### config.mk
export PLATFORM = sky130hd
export DESIGN_NAME = tofp_front
export DESIGN_NICKNAME = d
export VERILOG_FILES = /design/src/sv/tofp_pkg.sv /design/src/sv/tofp_front.sv
export SDC_FILE = /design/constraint.sdc
export NUM_CORES = 1
export LEC_CHECK = 0
export BUFFER_PORTS_ARGS = -buffer_cell sky130_fd_sc_hd__buf_2
export CAP_MARGIN = 25
export CORE_MARGIN = 4
export CORE_UTILIZATION = 45
export DETAILED_ROUTE_END_ITERATION = 6
export GPL_TIMING_DRIVEN = 1
export MAX_ROUTING_LAYER = met4
export PLACE_DENSITY = 0.74
export SYNTH_ARGS = -nofsm -noshare
export SYNTH_HDL_FRONTEND = slang
export SYNTH_SLANG_ARGS = --single-unit
### constraint.sdc
create_clock -name vclk -period 7.27
set_clock_uncertainty 0.15 [all_clocks]
set_input_delay 1.0905 -clock vclk [all_inputs]
set_output_delay 1.0905 -clock vclk [all_outputs]
set_load 0.005 [all_outputs]
### src/sv/tofp_pkg.sv
`timescale 1ns / 1ps
package tofp_pkg;

  localparam int unsigned DIV_BITS = 32;
  localparam logic [15:0] SPAD_UNDEF = 16'h8000;
  localparam logic [15:0] SAT16 = 16'hFFFF;
  localparam logic [10:0] RANGE_GAIN = 11'd2011;
  localparam logic [26:0] RANGE_ROUND = 27'h0400;

  localparam logic [3:0] ST_HWFAIL = 4'd0;
  localparam logic [3:0] ST_MINRANGE = 4'd1;
  localparam logic [3:0] ST_SYNC = 4'd2;
  localparam logic [3:0] ST_BOUNDS = 4'd3;
  localparam logic [3:0] ST_SIGNAL = 4'd4;
  localparam logic [3:0] ST_WRAP = 4'd5;
  localparam logic [3:0] ST_XTALK = 4'd6;
  localparam logic [3:0] ST_CLIPPED = 4'd7;
  localparam logic [3:0] ST_VALID = 4'd8;
  localparam logic [3:0] ST_NONE = 4'd9;

  localparam logic [0:0] REG_TARGET_RATE = 1'b0;

  typedef struct packed {
    logic [15:0] distance_mm;
    logic [3:0]  status_class;
    logic [15:0] peak_rate;
    logic [15:0] ambient_rate;
    logic [15:0] total;
    logic [15:0] spad_count;
    logic        spad_zero;
  } tofp_item_t;

  typedef struct packed {
    logic push;
    logic pop;
    logic full;
    logic empty;
  } tofp_qctl_t;

endpackage

### src/sv/tofp_front.sv
`timescale 1ns / 1ps
module tofp_front (
  input  logic [7:0]          raw_status,
  input  logic [15:0]         raw_range,
  input  logic [15:0]         ambient_rate,
  input  logic [15:0]         peak_rate,
  input  logic [15:0]         spad_count,
  output tofp_pkg::tofp_item_t item
);
  import tofp_pkg::*;

  logic [26:0] scaled;
  logic [16:0] sum;
  logic [3:0]  cls;

  always_comb begin
    case (raw_status) inside
      8'd1, 8'd2, 8'd3, 8'd17: cls = ST_HWFAIL;
      8'd13: cls = ST_MINRANGE;
      8'd18: cls = ST_SYNC;
      8'd5: cls = ST_BOUNDS;
      8'd4, 8'd6: cls = ST_SIGNAL;
      8'd7: cls = ST_WRAP;
      8'd12: cls = ST_XTALK;
      8'd8: cls = ST_CLIPPED;
      8'd9: cls = ST_VALID;
      default: cls = ST_NONE;
    endcase
  end

  assign scaled = {11'd0, raw_range} * {16'd0, RANGE_GAIN} + RANGE_ROUND;
  assign sum = {1'b0, peak_rate} + {1'b0, ambient_rate};

  always_comb begin
    item.distance_mm = scaled[26:11];
    item.status_class = cls;
    item.peak_rate = peak_rate;
    item.ambient_rate = ambient_rate;
    item.total = sum[16] ? SAT16 : sum[15:0];
    item.spad_count = spad_count;
    item.spad_zero = (spad_count == 16'd0);
  end

endmodule

==> key figures, run 1 <==
Run
  • Max Cap Viol: 0

Cells and area
  • Share of layout cells above drive strength 1: between 20% and 30%
  • Clkbuf count: 0
  • Seq cells: 0
  • Net count, final: 973
  • Filler Cell Count: 1117
  • Area grow syn2layout: 11.0%
  • Non-Filler Instances: 863
  • # diodes: 0
  • Storage element area: 0 um2

Place
  • Port bufs: around 160
  • GPL Wtd Cong: roughly 0.86
  • Placed Cells: around 860
  • HPWL Detailed: roughly 11 mm

Logic synthesis
  • Synth unique cells: 50
  • Syn Area/Cell: about 8.6 um2
  • Gate Count Post-Synth: slightly above 600
  • Largest cells by area after synthesis: fa_1 (34%), ha_1 (21%), inv_1 (11%), buf_4 (6.8%), xnor2_1 (3.3%)
  • Synthesized area: approximately 5300 um2
  • Syn nets: roughly 870
  • Top-count cell post-synth: inv_1
  • Sequential fraction of the synthesis area: 0%
  • Area leader, netlist: fa_1
  • Most common library cells after synthesis: inv_1 (152), fa_1 (90), ha_1 (89)
  • Area share of the largest cell type after synthesis: around 34%
  • Yosys warnings: 0

Drt
  • Starting DRC count in detailed routing: ~230
  • Routed vias/inst: ~5
  • Routed Antenna Nets: 0
  • 1st-pass router iterations: 4
  • DRC Markers: 0
  • Via Count: 4285
  • WL final: ~12 mm
  • DR WL/cell: between 10 and 15 um

Power and ir drop
  • Switching share of power: a little under three fifths
  • Pwr per Cell Area: around 510 nW/um2
  • Max IR drop VDD: around 0.63 mV
  • Power Internal: between 0.001 and 0.0015 W
  • Logic pwr share: 100.0%
  • P_leak: 3.28 nW
  • Clock share of power: 0%
  • Sequential share of power: 0%
  • Psw: 0.00169 W

Timing
  • Fin crit share: between 90% and 100%
  • Endpoints failing setup: 0
  • TNS Setup: 0 ns
  • RSZ-0062 raised after global routing: false
  • Fin crit period: about 7.0 ns
  • Slew headroom: slightly above 60%
  • Final Slew Violations: 0
  • Final hold vios: 0
  • FMAX: roughly 140 MHz
  • Measured slew at the worst slew-check pin: roughly 0.57 ns

Hold path
  • Worst Hold Class: in -> out
  • Hold path depth: 2

Floorplanning
  • Num rows: 39
  • Die ar.: approximately 14000 um2
  • Initial Util: a little under half
  • Die X: about 120 um
  • Die Span Y: roughly 120 um
  • Boundary Pins: 157
  • CORE AREA: 11500 um2

Global routing
  • GR Layer Usage met1: around a quarter
  • M2 GR Usage: 29.4%
  • Initial antenna violation count: 0
  • Most Used Layer, Global Route: met2
  • Vias in the first global route: ~4.3k
  • GR Util met3: under 10%
  • Grt ovf: 0
  • First-pass GRT wire length: 19.9 mm
  • Gr usage total: roughly 18%
  • Largest net degree at the start of global routing: 17

Critical path
  • Endpoint type of the worst setup path: primary output
  • Cell mode on critical path: fa_1
  • Worst Setup Start Kind: primary input
  • WP data arrival: approximately 5.8 ns
  • CP cell instances: buf_2 > inv_1 > fa_1 > fa_1 > inv_1 > fa_1 > fa_1 > inv_1 > fa_1 > inv_1 > ha_2 > nand3_1 > or3_1 > o211ai_1 > nand2_1 > xnor2_1 > buf_2
  • Critical path class: in -> out
  • Worst path slowest cell: fa_1
  • Slowest stage delay, CP: 0.57 ns
  • Worst-path maximum fanout: 6
  • Data required, critical path: 6.03 ns

Status
  • Status: completed

Clock tree
  • Cts hold-fix bufs: 0
final cells by class:
type	count	area, um2	area share, %
multi-input cells	411	4380	74.1
inverters	152	571	9.64
well taps	143	179	3.02
repair buffers	157	786	13.3
layout by cell type (no fill, tap or decap), types with 8 or more instances in the layout:
master,synthesis,final
a21o_1,8,8
a21oi_1,32,30
buf_2,1,157
fa_1,90,90
ha_1,89,87
inv_1,152,152
nand2_1,33,33
nand3_1,8,8
nor2_1,14,14
o21ai_0,23,23
xnor2_1,20,20
xor2_1,9,9
final timing paths:
path                 startpoint        to  slack (ns)
setup / recovery   raw_range[4]  item[83]        0.27
hold / removal    spad_count[9]  item[10]        2.21
timing repair:
action,4_1_cts,5_1_grt
setup endpoints to repair,0,4
buffers inserted,0,0
resized for setup,0,4
per-layer routing:
layer  up-vias  share of wire, %
met3        10               3.9
met2        95                48
met5         -                 0
met4         0              0.78
li1       2142                 -
met1      2038                47
worst max-delay path, delay by kind of cell:
| kind | cells | cell delay [ns] |
|---|---|---|
| buffers and inverters | 6 | 0.57 |
| AO/OA/AOI/OAI | 1 | 0.30 |
| adder cells (fa/ha/maj) | 6 | 3.01 |
| XOR/XNOR | 1 | 0.18 |
| AND/OR/NAND/NOR | 3 | 0.60 |
kinds of logic (layout without fill, tap and decap cells):
logic type | count (synthesis) | count (layout) | share of synthesized area (%)
mux | 2 | 2 | 0.376
simple gates | 98 | 98 | 9.51
fa+ha+maj | 179 | 179 | 54.7
xor+xnor | 29 | 29 | 4.76
compound gates | 103 | 103 | 12.6
buf+inv | 206 | 309 | 18.0
power by group through the flow:
stage	clock [W]	sequential, W	combinational [W]
2_1_floorplan	0	0	0.00207
3_3_place_gp	0	0	0.00299
3_5_place_dp	0	0	0.00301
4_1_cts	0	0	0.00304
5_1_grt	0	0	0.00348
6_report	0	0	0.00303
per-stage QoR:
step	instance area, um2	utilization [%]	power [W]	hold WS (ns)	setup WS [ns]
2_1_floorplan	5330	-	0.00207	2.07	0.726
3_3_place_gp	5900	51.3	0.00299	2.21	0.233
3_5_place_dp	5900	51.3	0.00301	2.21	0.205
4_1_cts	5900	51.3	0.00304	2.21	0.181
5_1_grt	5920	51.4	0.00348	2.22	0.00465
6_report	5920	51.4	0.00303	2.21	0.270
Note: power is estimated with default switching activity, not from simulation.
==> run 2, diff against run 1 <==
--- a/config.mk
+++ b/config.mk
@@ -7,12 +7,14 @@
 export LEC_CHECK = 0
 export BUFFER_PORTS_ARGS = -buffer_cell sky130_fd_sc_hd__buf_2
 export CAP_MARGIN = 25
+export CELL_PAD_IN_SITES_DETAIL_PLACEMENT = 0
+export CELL_PAD_IN_SITES_GLOBAL_PLACEMENT = 1
 export CORE_MARGIN = 4
-export CORE_UTILIZATION = 45
+export CORE_UTILIZATION = 41
 export DETAILED_ROUTE_END_ITERATION = 6
 export GPL_TIMING_DRIVEN = 1
 export MAX_ROUTING_LAYER = met4
-export PLACE_DENSITY = 0.74
+export PLACE_DENSITY = 0.88
 export SYNTH_ARGS = -nofsm -noshare
 export SYNTH_HDL_FRONTEND = slang
 export SYNTH_SLANG_ARGS = --single-unit
==> run 2 against run 1 <==
  * Sequential share of layout area stayed put
  * Combinational power is 3% lower
  * Via count is 2.1% lower
  * Die area is 9.1% higher
  * First-iteration DRC count is 46% lower
  * Utilization is 4.5 points lower
  * Critical path depth stayed put
  * Flip-flop and latch count stayed put
  * Total power is 3.4% lower
  * Critical path type unchanged
  * Largest power group unchanged
  * Highest routed layer unchanged
==> key figures, run 2 (synthesis gave the netlist of run 1 again) <==
Status
  • Status: completed

Global routing
  • Initial antenna violation count: 0
  • Vias in the first global route: 4183
  • Largest net degree at the start of global routing: 17
  • First-pass GRT wire length: around 19 mm
  • Grt ovf: 0
  • Gr usage total: between 10% and 20%

Clock tree
  • Cts hold-fix bufs: 0

Cells and area
  • Most frequent cells in the layout: buf_2 (157), inv_1 (151), fa_1 (90), ha_1 (89), nand2_1 (33)
  • Final core utilization: 46.9%
  • Share of layout cells above drive strength 1: a little under a quarter
  • Seq cells: 0
  • Area grow syn2layout: 11.5%
  • Filler Cell Count: about 1.2k
  • Non-Filler Instances: slightly below 900
  • Net count, final: between 900 and 1k
  • Most common cell after layout, fill and taps aside: buf_2
  • Clkbuf count: 0
  • Area of the multi-input gates: ~4400 um2
  • # diodes: 0
  • Storage element area: 0 um2

Drt
  • 1st-pass router iterations: 4
  • DR WL/cell: roughly 13 um
  • Routed vias/inst: roughly 4.7
  • WL final: between 10 and 15 mm
  • Routed Antenna Nets: 0
  • Via Count: roughly 4.2k
  • DRC Markers: 0
  • Starting DRC count in detailed routing: 124

Timing
  • Final hold vios: 0
  • FMAX: ~140 MHz
  • Final Slew Violations: 0
  • Endpoints failing setup: 0
  • RSZ-0062 raised after global routing: false
  • Slew headroom: between 60 and 70%
  • Measured slew at the worst slew-check pin: between 0.5 and 0.6 ns
  • Fin crit share: 95.9%
  • Fin crit period: between 6 and 7 ns
  • TNS Setup: 0 ns

Critical path
  • Worst Setup Start Kind: primary input
  • Endpoint type of the worst setup path: primary output
  • WP data arrival: between 5 and 6 ns
  • Worst-path maximum fanout: 7
  • Data required, critical path: 6.03 ns
  • Worst Setup SP: raw_range[6]
  • Critical path class: in -> out

Floorplanning
  • Num rows: 41
  • Die ar.: about 15000 um2
  • Die Span Y: approximately 120 um
  • Boundary Pins: 157
  • Die X: approximately 120 um
  • Initial Util: ~42%
  • CORE AREA: 12700 um2

Power and ir drop
  • Power Internal: 0.00133 W
  • P_leak: 3.28 nW
  • Psw: around 0.0016 W
  • Logic pwr share: 100.0%
  • Clock share of power: 0%
  • Switching share of power: between 50% and 60%
  • Max IR drop VDD: approximately 1.0 mV
  • Sequential share of power: 0%
  • Pwr per Cell Area: 492 nW/um2

Hold path
  • Min-delay src: spad_count[10]
  • Worst Hold Class: in -> out

Place
  • GPL Wtd Cong: between 0.8 and 0.9
  • HPWL Detailed: between 10 and 15 mm
  • Port bufs: 157
  • Placed Cells: 892

Run
  • Max Cap Viol: 0
run 2: cell type report:
cell class                 count  share of cell area, %
tap                          172                   3.62
multi-input combinational    411                   73.6
timing repair buffer         157                   13.2
inverter                     152                   9.60
run 2: timing repair:
item | in CTS | in global routing
buffers inserted | 0 | 0
resized for setup | 0 | 3
endpoints found under the setup margin | 0 | 3
run 2: path summary, 6_finish.rpt:
check	depth (start not counted)	slack, ns	endpoint
setup / recovery	17	0.30	item[84]
hold / removal	2	2.21	item[11]
run 2: stage by stage:
step,area [um2],setup WS [ns],total power (W),hold WS (ns)
floorplan,5330,0.726,0.00207,2.07
global placement,5940,0.225,0.00293,2.21
detailed placement,5940,0.226,0.00292,2.21
CTS,5940,0.206,0.00296,2.21
global route,5940,0.0279,0.00336,2.22
finish,5940,0.301,0.00293,2.21
run 2: power by group through the flow:
stage          sequential (W)  combinational, W  clock [W]
5_1_grt                     0           0.00336          0
6_report                    0           0.00293          0
3_5_place_dp                0           0.00292          0
3_3_place_gp                0           0.00293          0
2_1_floorplan               0           0.00207          0
4_1_cts                     0           0.00296          0
run 2: layer usage:
| layer | vias to the layer above | share of wire, % | track usage (%) |
|---|---|---|---|
| li1 | 2138 | - | - |
| met1 | 1930 | 45 | 21.9 |
| met2 | 120 | 49 | 27.8 |
| met3 | 6 | 6.0 | 1.07 |
| met4 | 0 | 0.44 | 0.700 |
| met5 | - | 0 | - |
run 2: critical path: stages:
cell	delay [ns]
buf_2	0.12
inv_1	0.15
fa_1	0.48
fa_1	0.54
inv_1	0.06
fa_1	0.51
fa_1	0.57
inv_1	0.06
fa_1	0.53
inv_1	0.04
ha_1	0.40
nand3_1	0.13
or3_1	0.36
o211ai_1	0.26
a31oi_1	0.14
xnor2_1	0.14
buf_2	0.13
