## config.mk

```make
export PLATFORM = sky130hd
export DESIGN_NAME = tofp_queue
export DESIGN_NICKNAME = d
export VERILOG_FILES = /design/src/sv/tofp_pkg.sv /design/src/sv/tofp_queue.sv
export SDC_FILE = /design/constraint.sdc
export NUM_CORES = 1
export LEC_CHECK = 0
export ABC_AREA = 1
export BUFFER_PORTS_ARGS = -buffer_cell sky130_fd_sc_hd__buf_2
export CORE_MARGIN = 10
export CORE_UTILIZATION = 47
export DETAILED_ROUTE_END_ITERATION = 8
export PLACE_DENSITY = 0.76
export SYNTH_ARGS = -nofsm -noshare
export SYNTH_HDL_FRONTEND = slang
export SYNTH_SLANG_ARGS = --single-unit
```

## constraint.sdc

```tcl
create_clock -name clk -period 4.9 [get_ports clk]
set_clock_uncertainty 0.2 [all_clocks]
set_input_delay 0.49 -clock clk [delete_from_list [all_inputs] [get_ports clk]]
set_output_delay 0.49 -clock clk [all_outputs]
set_load 0.005 [all_outputs]
```

## src/sv/tofp_pkg.sv

```systemverilog
`timescale 1ns / 1ps
package tofp_pkg;

  localparam int unsigned DIV_BITS = 32;
  localparam logic [15:0] SPAD_UNDEF = 16'h8000;
  localparam logic [15:0] SAT16 = 16'hFFFF;
  localparam logic [10:0] RANGE_GAIN = 11'd2011;
  localparam logic [26:0] RANGE_ROUND = 27'h0400;

  localparam logic [3:0] ST_HWFAIL = 4'd0;
  localparam logic [3:0] ST_MINRANGE = 4'd1;
  localparam logic [3:0] ST_SYNC = 4'd2;
  localparam logic [3:0] ST_BOUNDS = 4'd3;
  localparam logic [3:0] ST_SIGNAL = 4'd4;
  localparam logic [3:0] ST_WRAP = 4'd5;
  localparam logic [3:0] ST_XTALK = 4'd6;
  localparam logic [3:0] ST_CLIPPED = 4'd7;
  localparam logic [3:0] ST_VALID = 4'd8;
  localparam logic [3:0] ST_NONE = 4'd9;

  localparam logic [0:0] REG_TARGET_RATE = 1'b0;

  typedef struct packed {
    logic [15:0] distance_mm;
    logic [3:0]  status_class;
    logic [15:0] peak_rate;
    logic [15:0] ambient_rate;
    logic [15:0] total;
    logic [15:0] spad_count;
    logic        spad_zero;
  } tofp_item_t;

  typedef struct packed {
    logic push;
    logic pop;
    logic full;
    logic empty;
  } tofp_qctl_t;

endpackage

```

## src/sv/tofp_queue.sv

```systemverilog
`timescale 1ns / 1ps
module tofp_queue (
  input  logic                 clk,
  input  logic                 rst_n,
  input  logic                 push,
  input  logic                 pop,
  input  tofp_pkg::tofp_item_t wr_item,
  output tofp_pkg::tofp_item_t rd_item,
  output tofp_pkg::tofp_qctl_t ctl
);
  import tofp_pkg::*;

  tofp_item_t mem_r [2];
  logic       wp_r, wp_nxt;
  logic       rp_r, rp_nxt;
  logic [1:0] cnt_r, cnt_nxt;
  logic       do_push, do_pop;

  assign do_push = push && (cnt_r != 2'd2);
  assign do_pop = pop && (cnt_r != 2'd0);
  assign wp_nxt = do_push ? ~wp_r : wp_r;
  assign rp_nxt = do_pop ? ~rp_r : rp_r;
  assign cnt_nxt = cnt_r + {1'b0, do_push} - {1'b0, do_pop};

  always_ff @(posedge clk) begin
    if (!rst_n) begin
      wp_r <= 1'b0;
      rp_r <= 1'b0;
      cnt_r <= 2'd0;
    end else begin
      wp_r <= wp_nxt;
      rp_r <= rp_nxt;
      cnt_r <= cnt_nxt;
    end
    if (do_push) begin
      mem_r[wp_r] <= wr_item;
    end
  end

  assign rd_item = mem_r[rp_r];
  assign ctl.push = do_push;
  assign ctl.pop = do_pop;
  assign ctl.full = (cnt_r == 2'd2);
  assign ctl.empty = (cnt_r == 2'd0);

endmodule

```

==> impl_metrics.toml, run 1 <==
[outcome]
status = "finished, final reports clean"

[timing]
rsz0062_at_grt = "no"
drv_slew = 0
final-hold-violation-count = 0
clock.fmax_mhz = 353.4
whs_ns = 0.05492
period_needed_ns = 2.830
setup_viol = 0
relSlewSlack = 0.1856
min_period_over_period = 0.5775
tightest_slew_ns = 1.219
fin_tns_setup_ns = 0

[grt]
grt_pass1_wl_um = 19350
grt_start_max_net_pins = 86
grtUsageTotal = 0.1374
grt-ovfl-total = 0
antenna_found_initial = 2
grt_pass1_vias = 3697

[synthesis]
synth_top_area_cell = "edfxtp_1"
syn_inst = 305
ys.flop_type = "edfxtp_1"
yosys_warnings = 0
synth_seq_cells = 175
netlist.area_leader.share = 0.7967
synth-seq-area-share = 0.8123
synthAdderAreaFrac = 0.003905
syn_area_um2 = 6407
syn-mean-instance-area_um2 = 21.01
synthXorXnorAreaFrac = 0
synth_mux_area_frac = 0.1494
synth_area_leaders = "edfxtp_1 (80%), mux2_1 (8.8%), mux2_2 (6.2%)"
synthDistinctLibCells = 13
synth_edf_count = 170
synth_compound_area_frac = 0.001562
synth.most_common_cell = "edfxtp_1"
synth_commonest_cells = "edfxtp_1 (170), mux2_1 (50), mux2_2 (35)"
synth_simple_gate_area_share = 0.01230
synth_top_family_by_area = "multiplexers"
synth-async-reset-ratio = 0
syn_nets = 396

[pwr]
p_per_area_nw_per_um2 = 519.9
total_leakage_power_nw = 3.070
max-vdd-ir-drop_uv = 406.2

[floorplan]
die-area_um2 = 18700
die_h_um = 136.8
die_w_um = 136.8
rows = 42
initial_core_util = 0.4819
coreArea_um2 = 13300
ios = 178

[cts]
cts.clk_slew.worst_paths_ns = 0.06
cts_setup_buffers = 0
root_buffer = "clkbuf_16"
tritoncts = "yes"
clock_latency_ns = 0.42
htreeDepth = 4
cts_buffers = 17
ctsResizeCount = 0
numClockSinks = 175
postCtsHoldBufs = 0
cts_buffer_depth = 2

[detailed_routing]
routed_wl_um = 12660
drtIter0Drc = 160
wire_per_inst_um = 18.59
ant_nets = 0
drtPass1Iterations = 4
vias_per_cell = 4.847
remaining_drc_errors = 0
vias = 3301

[worst_setup_path]
worstSetupPathType = "flip-flop to output pin"
cp-start-kind = "flip-flop"
worstPathArrival_ns = 2.14
crit_fanout = 85
critPathRequiredTime_ns = 4.21
cp-end-kind = "output pin"
rrSetupSlack_ns = 2.35

[placed_design]
place_hpwl_um = 8738
io_buffer_count = 177
place_congestion = 0.7682

[cells_and_area]
nets = 583
drive_gt1_frac = 0.4812
syn2layout_area_growth_pct = 26.23
num_antenna_cells = 0

[min_path]
hold_path_class = "primary input to flip-flop"

[flow_run]
max-cap-violations = 0
==> final timing paths <==
kind                                      to  cells past startpoint   startpoint
worst max register to register  mem_r[0][32]                      5     cnt_r[0]
worst min-delay path            mem_r[0][28]                      1  wr_item[28]
worst max-delay path              rd_item[2]                      2    flip-flop
worst min register to register     flip-flop                      2         rp_r
==> where the power goes <==
group	total [mW]	switching [mW]	internal, mW
Sequential	2.03	0.130	1.90
Combinational	0.757	0.373	0.383
Clock	1.42	0.518	0.899
Total	4.20	1.02	3.18
==> layout by cell type, fill, tap and decap left out <==
cell type / instances
buf_2: 177
edfxtp_1: 170
mux2_1: 50
mux2_2: 35
clkbuf_16: 17
inv_1: 9
nand2_1: 9
nor2_1: 7
bufinv_16: 5
clkinvlp_4: 4
dfxtp_1: 4
nand3_1: 3
clkinv_1: 3
clkbuf_1: 3
a21oi_1: 2
ha_1: 2
clkinv_2: 1
nor2_4: 1
dfxtp_4: 1
buf_12: 1
buf_4: 1
==> area by class of cell <==
| cell class | instances | area, um^2 |
|---|---|---|
| fill | 963 | 5207 |
| clock buffer | 20 | 436.7 |
| timing repair buffer | 179 | 913.4 |
| multi-input combinational | 109 | 1079 |
| clock inverter | 12 | 191.4 |
| inverter | 10 | 38.79 |
| tap | 176 | 220.2 |
| sequential | 175 | 5209 |
==> sequential cells by signal, summed over array words and instances (netlist names), named ones only <==
register  cells
wp_r          1
mem_r       170
cnt_r         2
rp_r          1
==> routing by layer <==
| layer | share of wire | track usage | vias up |
|---|---|---|---|
| met2 | 0.50 | 0.2289 | 126 |
| met1 | 0.38 | 0.1478 | 1604 |
| met3 | 0.098 | 0.06562 | 17 |
| met5 | 0.00095 | 0 | - |
| met4 | 0.015 | 0.05503 | 2 |
| li1 | - | - | 1552 |
==> worst max-delay path, cell delays in order, from the launching register on <==
cell and delay, ns:
dfxtp_4 1.11, mux2_2 0.44, buf_2 0.14
==> stage by stage <==
stage	power [mW]	area, um^2	setup slack, ns	cells	util
global route	4.406	8088	1.929	681	0.6083
global placement	2.812	7460	2.322	649	0.5611
floorplan	2.481	6407	0.05106	305	-
detailed placement	2.845	7460	2.268	649	0.5611
finish	4.205	8088	2.070	681	0.6083
CTS	4.267	8088	1.997	681	0.6083
==> logic make-up (layout without fill, tap and decap cells) <==
group / after synthesis / in the layout
DFF: 175 / 175
muxes: 85 / 85
buffers and inverters: 21 / 221
and+or+nand+nor: 20 / 20
adders and majority gates: 2 / 2
AOI/OAI and AO/OA: 2 / 2
Note: power is estimated with default switching activity, not from simulation.
==> run 2: changes to the inputs <==
--- a/config.mk
+++ b/config.mk
@@ -8,9 +8,9 @@
 export ABC_AREA = 1
 export BUFFER_PORTS_ARGS = -buffer_cell sky130_fd_sc_hd__buf_2
 export CORE_MARGIN = 10
-export CORE_UTILIZATION = 47
+export CORE_UTILIZATION = 52
 export DETAILED_ROUTE_END_ITERATION = 8
-export PLACE_DENSITY = 0.76
+export PLACE_DENSITY = 0.8
 export SYNTH_ARGS = -nofsm -noshare
 export SYNTH_HDL_FRONTEND = slang
 export SYNTH_SLANG_ARGS = --single-unit
==> constraint.sdc (replaced) <==
create_clock -name clk -period 2.8 [get_ports clk]
set_clock_uncertainty 0.2 [all_clocks]
set_input_delay 0.28 -clock clk [delete_from_list [all_inputs] [get_ports clk]]
set_output_delay 0.28 -clock clk [all_outputs]
set_load 0.005 [all_outputs]
==> impl_metrics.toml, run 2 (synthesis results as in run 1) <==
[floorplan]
coreArea_um2 = 12060
die_w_um = 131.0
ios = 178
die-area_um2 = 17160
die_h_um = 131.0
initial_core_util = 0.5312
rows = 40

[placed_design]
placed_area_um2 = 7487
place_congestion = 0.7536
place_hpwl_um = 8827
io_buffer_count = 177
dp.cells = 644
dp_slack_ns = 0.8720

[pwr]
pwr-share-seq = 0.474
p_int_mw = 5.330
total_leakage_power_nw = 3.424
max-vdd-ir-drop_uv = 570.6
p_clk_frac = 0.306
pwr-share-comb = 0.220
switchingPower_mw = 1.917
p_per_area_nw_per_um2 = 811.6
finalPower_mw = 7.247
p_sw_frac = 0.2645

[flow_run]
max-cap-violations = 0

[timing]
layout_setup_ws_ns = 0.5583
drv_slew = 0
fin_tns_setup_ns = 0
period_needed_ns = 2.242
whs_ns = 0.3063
min_period_over_period = 0.8006
relSlewSlack = 0.5662
rsz0062_at_grt = "no"
setup_viol = 0
clock.fmax_mhz = 446.1
final-hold-violation-count = 0
tightest_slew_ns = 0.6507

[grt]
grt_util_met3 = 0.06285
grt_pass1_vias = 4077
grtUsageTotal = 0.1707
grt.busiest_layer = "met2"
grt_util_met1 = 0.1922
grt_pass1_wl_um = 21780
antenna_found_initial = 0
grt-ovfl-total = 0
grt_util_met2 = 0.2913
grt_start_max_net_pins = 86

[detailed_routing]
drtIter0Drc = 272
remaining_drc_errors = 0
routed_wl_um = 14500
drtPass1Iterations = 4
vias_per_cell = 4.897
vias = 3741
ant_nets = 0
wire_per_inst_um = 18.98

[worst_setup_path]
worstPathArrival_ns = 1.76
critPathRequiredTime_ns = 2.32
slowest_delay_ns = 0.41
cp_cell_sequence = "buf_4 -> mux2_2 -> buf_2"
cp-start-kind = "flip-flop"
cp_top_family = "buffers and inverters"
path_buf_inv = 2
crit_slowest_cell = "dfxtp_4"
cp-end-kind = "output pin"
worstSetupPathType = "flip-flop to output pin"
crit_fanout = 30

[cts]
cts.clk_slew.worst_paths_ns = 0.06
htreeDepth = 4
cts_buffers = 17
ctsResizeCount = 0
numClockSinks = 175
tritoncts = "yes"
cts_buffer_depth = 2
root_buffer = "clkbuf_16"
clock_latency_ns = 0.42
cts_setup_buffers = 0

[cells_and_area]
drive_gt1_frac = 0.4211
nets = 674
num_antenna_cells = 0
regMostFlops = "mem_r"
layout_commonest_cell = "buf_2"
stdcell_count = 764
syn2layout_area_growth_pct = 39.35
utilization = 0.7402
final_cell_mix = "buf_2 (177), edfxtp_1 (170), dlygate4sd3_1 (88)"
largest_register_ff_count = 170
design_area_um2 = 8929
top_regs = "mem_r (170), cnt_r (2)"

[outcome]
status = "finished, final reports clean"

[min_path]
hold_path_class = "flip-flop to flip-flop"
==> run 2: changes by cell type in the layout (fill, tap and decap cells not counted), sizes merged <==
cell and change:
clkinvlp +1, buf +3, inv +5, clkbuf -2, bufinv -4, dlygate4sd3 +88
==> run 2: area by class of cell <==
| class | count | area (um^2) |
|---|---|---|
| repair buffers | 270 | 1829 |
| well taps | 168 | 210.2 |
| fillers | 682 | 3133 |
| clock inverters | 14 | 131.4 |
| multi-input cells | 109 | 1079 |
| inverters | 10 | 41.29 |
| clock buffers | 18 | 429.2 |
| flip-flops and latches | 175 | 5209 |
==> run 2: final timing paths <==
| check | start | end | slack, ns | cells after the start |
|---|---|---|---|---|
| max | flip-flop | rd_item[10] | 0.56 | 3 |
| min | rp_r | rp_r | 0.31 | 2 |
| max reg2reg | cnt_r[0] | mem_r[0][48] | 0.82 | 5 |
| min reg2reg | rp_r | rp_r | 0.31 | 2 |
==> run 2: layer usage <==
layer | part of all wire | vias up
met5 | 0 | -
met3 | 0.089 | 23
met2 | 0.52 | 156
li1 | - | 1735
met1 | 0.38 | 1827
met4 | 0.017 | 0
==> run 2: power by group through the flow <==
stage / Clock, mW / Combinational (mW) / Sequential (mW)
floorplan: 0 / 0.873 / 3.45
global placement: 0 / 1.47 / 3.46
detailed placement: 0 / 1.50 / 3.49
CTS: 2.25 / 1.60 / 3.43
global route: 2.37 / 1.75 / 3.47
finish: 2.22 / 1.59 / 3.44
==> run 2: timing repair <==
item | CTS | global route
setup endpoints to repair | 0 | 0
hold buffers | 88 | 0
hold endpoints to repair | 175 | 0
==> run 2: worst reg2reg max path, cell delays in order, from the launching register on <==
cell	delay (ns)
dfxtp_1	0.38
inv_1	0.07
nand2_1	0.12
nand2_1	0.15
nor2_4	0.12
buf_4	0.53
==> run 3: changes to the inputs <==
==> constraint.sdc (replaced) <==
create_clock -name clk -period 2.2 [get_ports clk]
set_clock_uncertainty 0.2 [all_clocks]
set_input_delay 0.22 -clock clk [delete_from_list [all_inputs] [get_ports clk]]
set_output_delay 0.22 -clock clk [all_outputs]
set_load 0.005 [all_outputs]
==> impl_metrics.toml, run 3 (synthesis results as in run 1) <==
[cells_and_area]
stdcell_count = 771
fillers = 690
final_cell_mix = "buf_2 (177), edfxtp_1 (170), dlygate4sd3_1 (88)"
largest_register_ff_count = 170
top_regs = "mem_r (170), cnt_r (2)"
multi_input_area_um2 = 1094
drive_gt1_frac = 0.4352
regMostFlops = "mem_r"
nets = 680
seqCellArea_um2 = 5211
syn2layout_area_growth_pct = 41.81
layout_commonest_cell = "buf_2"

[detailed_routing]
drtIter0Drc = 212
remaining_drc_errors = 0
top_layer_used = "met4"
wl_met3_um = 1429
vias_per_cell = 4.837
wire_per_inst_um = 18.76
drtPass1Iterations = 5
ant_nets = 0
drt-met1-wl_um = 5270
vias = 3729
dr_wl_met2_um = 7538
routed_wl_um = 14460

[timing]
rsz0062_at_grt = "no"
tightest_slew_ns = 0.4374
drv_slew = 0
final-hold-violation-count = 0
relSlewSlack = 0.7078
clock.fmax_mhz = 483.0
setup_viol = 0
period_needed_ns = 2.071
min_period_over_period = 0.9412

[worst_setup_path]
r2r-start = "cnt_r[0]"
reg2reg_depth = 5
worstPathArrival_ns = 1.65
cp-end-kind = "output pin"
rrSetupSlack_ns = 0.46
cp-start-kind = "flip-flop"
crit_fanout = 24
critPathRequiredTime_ns = 1.78
worstSetupPathType = "flip-flop to output pin"
r2r-end = "mem_r[1][36]"

[floorplan]
die_w_um = 131.0
coreArea_um2 = 12060
die_h_um = 131.0
rows = 40
initial_core_util = 0.5312
die-area_um2 = 17160
ios = 178

[cts]
cts_buffers = 17
numClockSinks = 175
root_buffer = "clkbuf_16"
htreeDepth = 4
ctsResizeCount = 0
cts.clk_slew.worst_paths_ns = 0.07
cts_buffer_depth = 2
tritoncts = "yes"
clock_latency_ns = 0.42

[pwr]
p_per_area_nw_per_um2 = 1041
total_leakage_power_nw = 3.500
max-vdd-ir-drop_uv = 692.3
finalPower_mw = 9.455

[placed_design]
dp.cells = 649
place_hpwl_um = 9182
io_buffer_count = 177
place_congestion = 0.7288

[min_path]
whs_path_depth = 2
hold_path_class = "primary input to flip-flop"
hp-start = "wr_item[26]"
whs_endpoint = "mem_r[0][26]"

[grt]
grtUsageTotal = 0.1712
grt_pass1_wl_um = 21930
grt-ovfl-total = 0
grt_start_max_net_pins = 42
antenna_found_initial = 1
grt_pass1_vias = 4193

[flow_run]
max-cap-violations = 0

[outcome]
status = "finished, final reports clean"
-- run 3: final cells by class --
| cell class | count | share of cell area |
|---|---|---|
| Timing Repair Buffer | 276 | 0.2136 |
| Clock buffer | 22 | 0.05219 |
| Multi-Input combinational cell | 109 | 0.1204 |
| Sequential cell | 175 | 0.5735 |
| Tap cell | 168 | 0.02313 |
| Clock inverter | 10 | 0.01239 |
| Antenna cell | 1 | 0.0002754 |
| Inverter | 10 | 0.004544 |
-- run 3: per-stage QoR --
| step | util | cell area (um^2) | setup TNS, ns | hold WS [ns] | setup slack (ns) |
|---|---|---|---|---|---|
| 2_1_floorplan | - | 6436 | -29.94 | 0.1134 | -0.2059 |
| 3_3_place_gp | 0.6305 | 7605 | 0 | 0.2071 | 0.4679 |
| 3_5_place_dp | 0.6305 | 7605 | 0 | 0.2124 | 0.4516 |
| 4_1_cts | 0.7531 | 9084 | 0 | 0.3005 | 0.1068 |
| 5_1_grt | 0.7533 | 9086 | 0 | 0.3164 | 0.05362 |
| 6_report | 0.7533 | 9086 | 0 | 0.3113 | 0.1294 |
-- run 3: power by group --
part / internal, mW / leakage (nW) / total [mW] / switching (mW)
combinational: 1.08 / 1.58 / 2.15 / 1.07
sequential: 4.23 / 1.63 / 4.39 / 0.153
clock: 1.76 / 0.286 / 2.92 / 1.16
-- run 3: worst max-delay path: stages, from the launching register on --
cell     delay (ns)
dfxtp_4        0.49
buf_12         0.22
mux2_1         0.36
buf_2          0.14
-- run 3: what timing repair did --
item	in CTS	in global routing
buffers inserted	1	0
hold endpoints to repair	175	0
setup endpoints to repair	1	0
hold buffers	88	0
-- run 3: routing by layer --
metal,vias up,GRT usage
met5,-,0
met3,19,0.07010
met2,139,0.2970
met4,0,0.06148
li1,1752,-
met1,1819,0.1847
-- run 3: how the worst max path moves through the flow --
stage               from  slack (ns)  cells after the start           to
2_1_floorplan   cnt_r[0]       -0.21                      4  mem_r[0][0]
3_3_place_gp   flip-flop        0.47                      3  rd_item[38]
3_5_place_dp   flip-flop        0.45                      3  rd_item[38]
4_1_cts        flip-flop        0.11                      3  rd_item[38]
5_1_grt        flip-flop        0.05                      3  rd_item[38]
6_report       flip-flop        0.13                      3  rd_item[38]
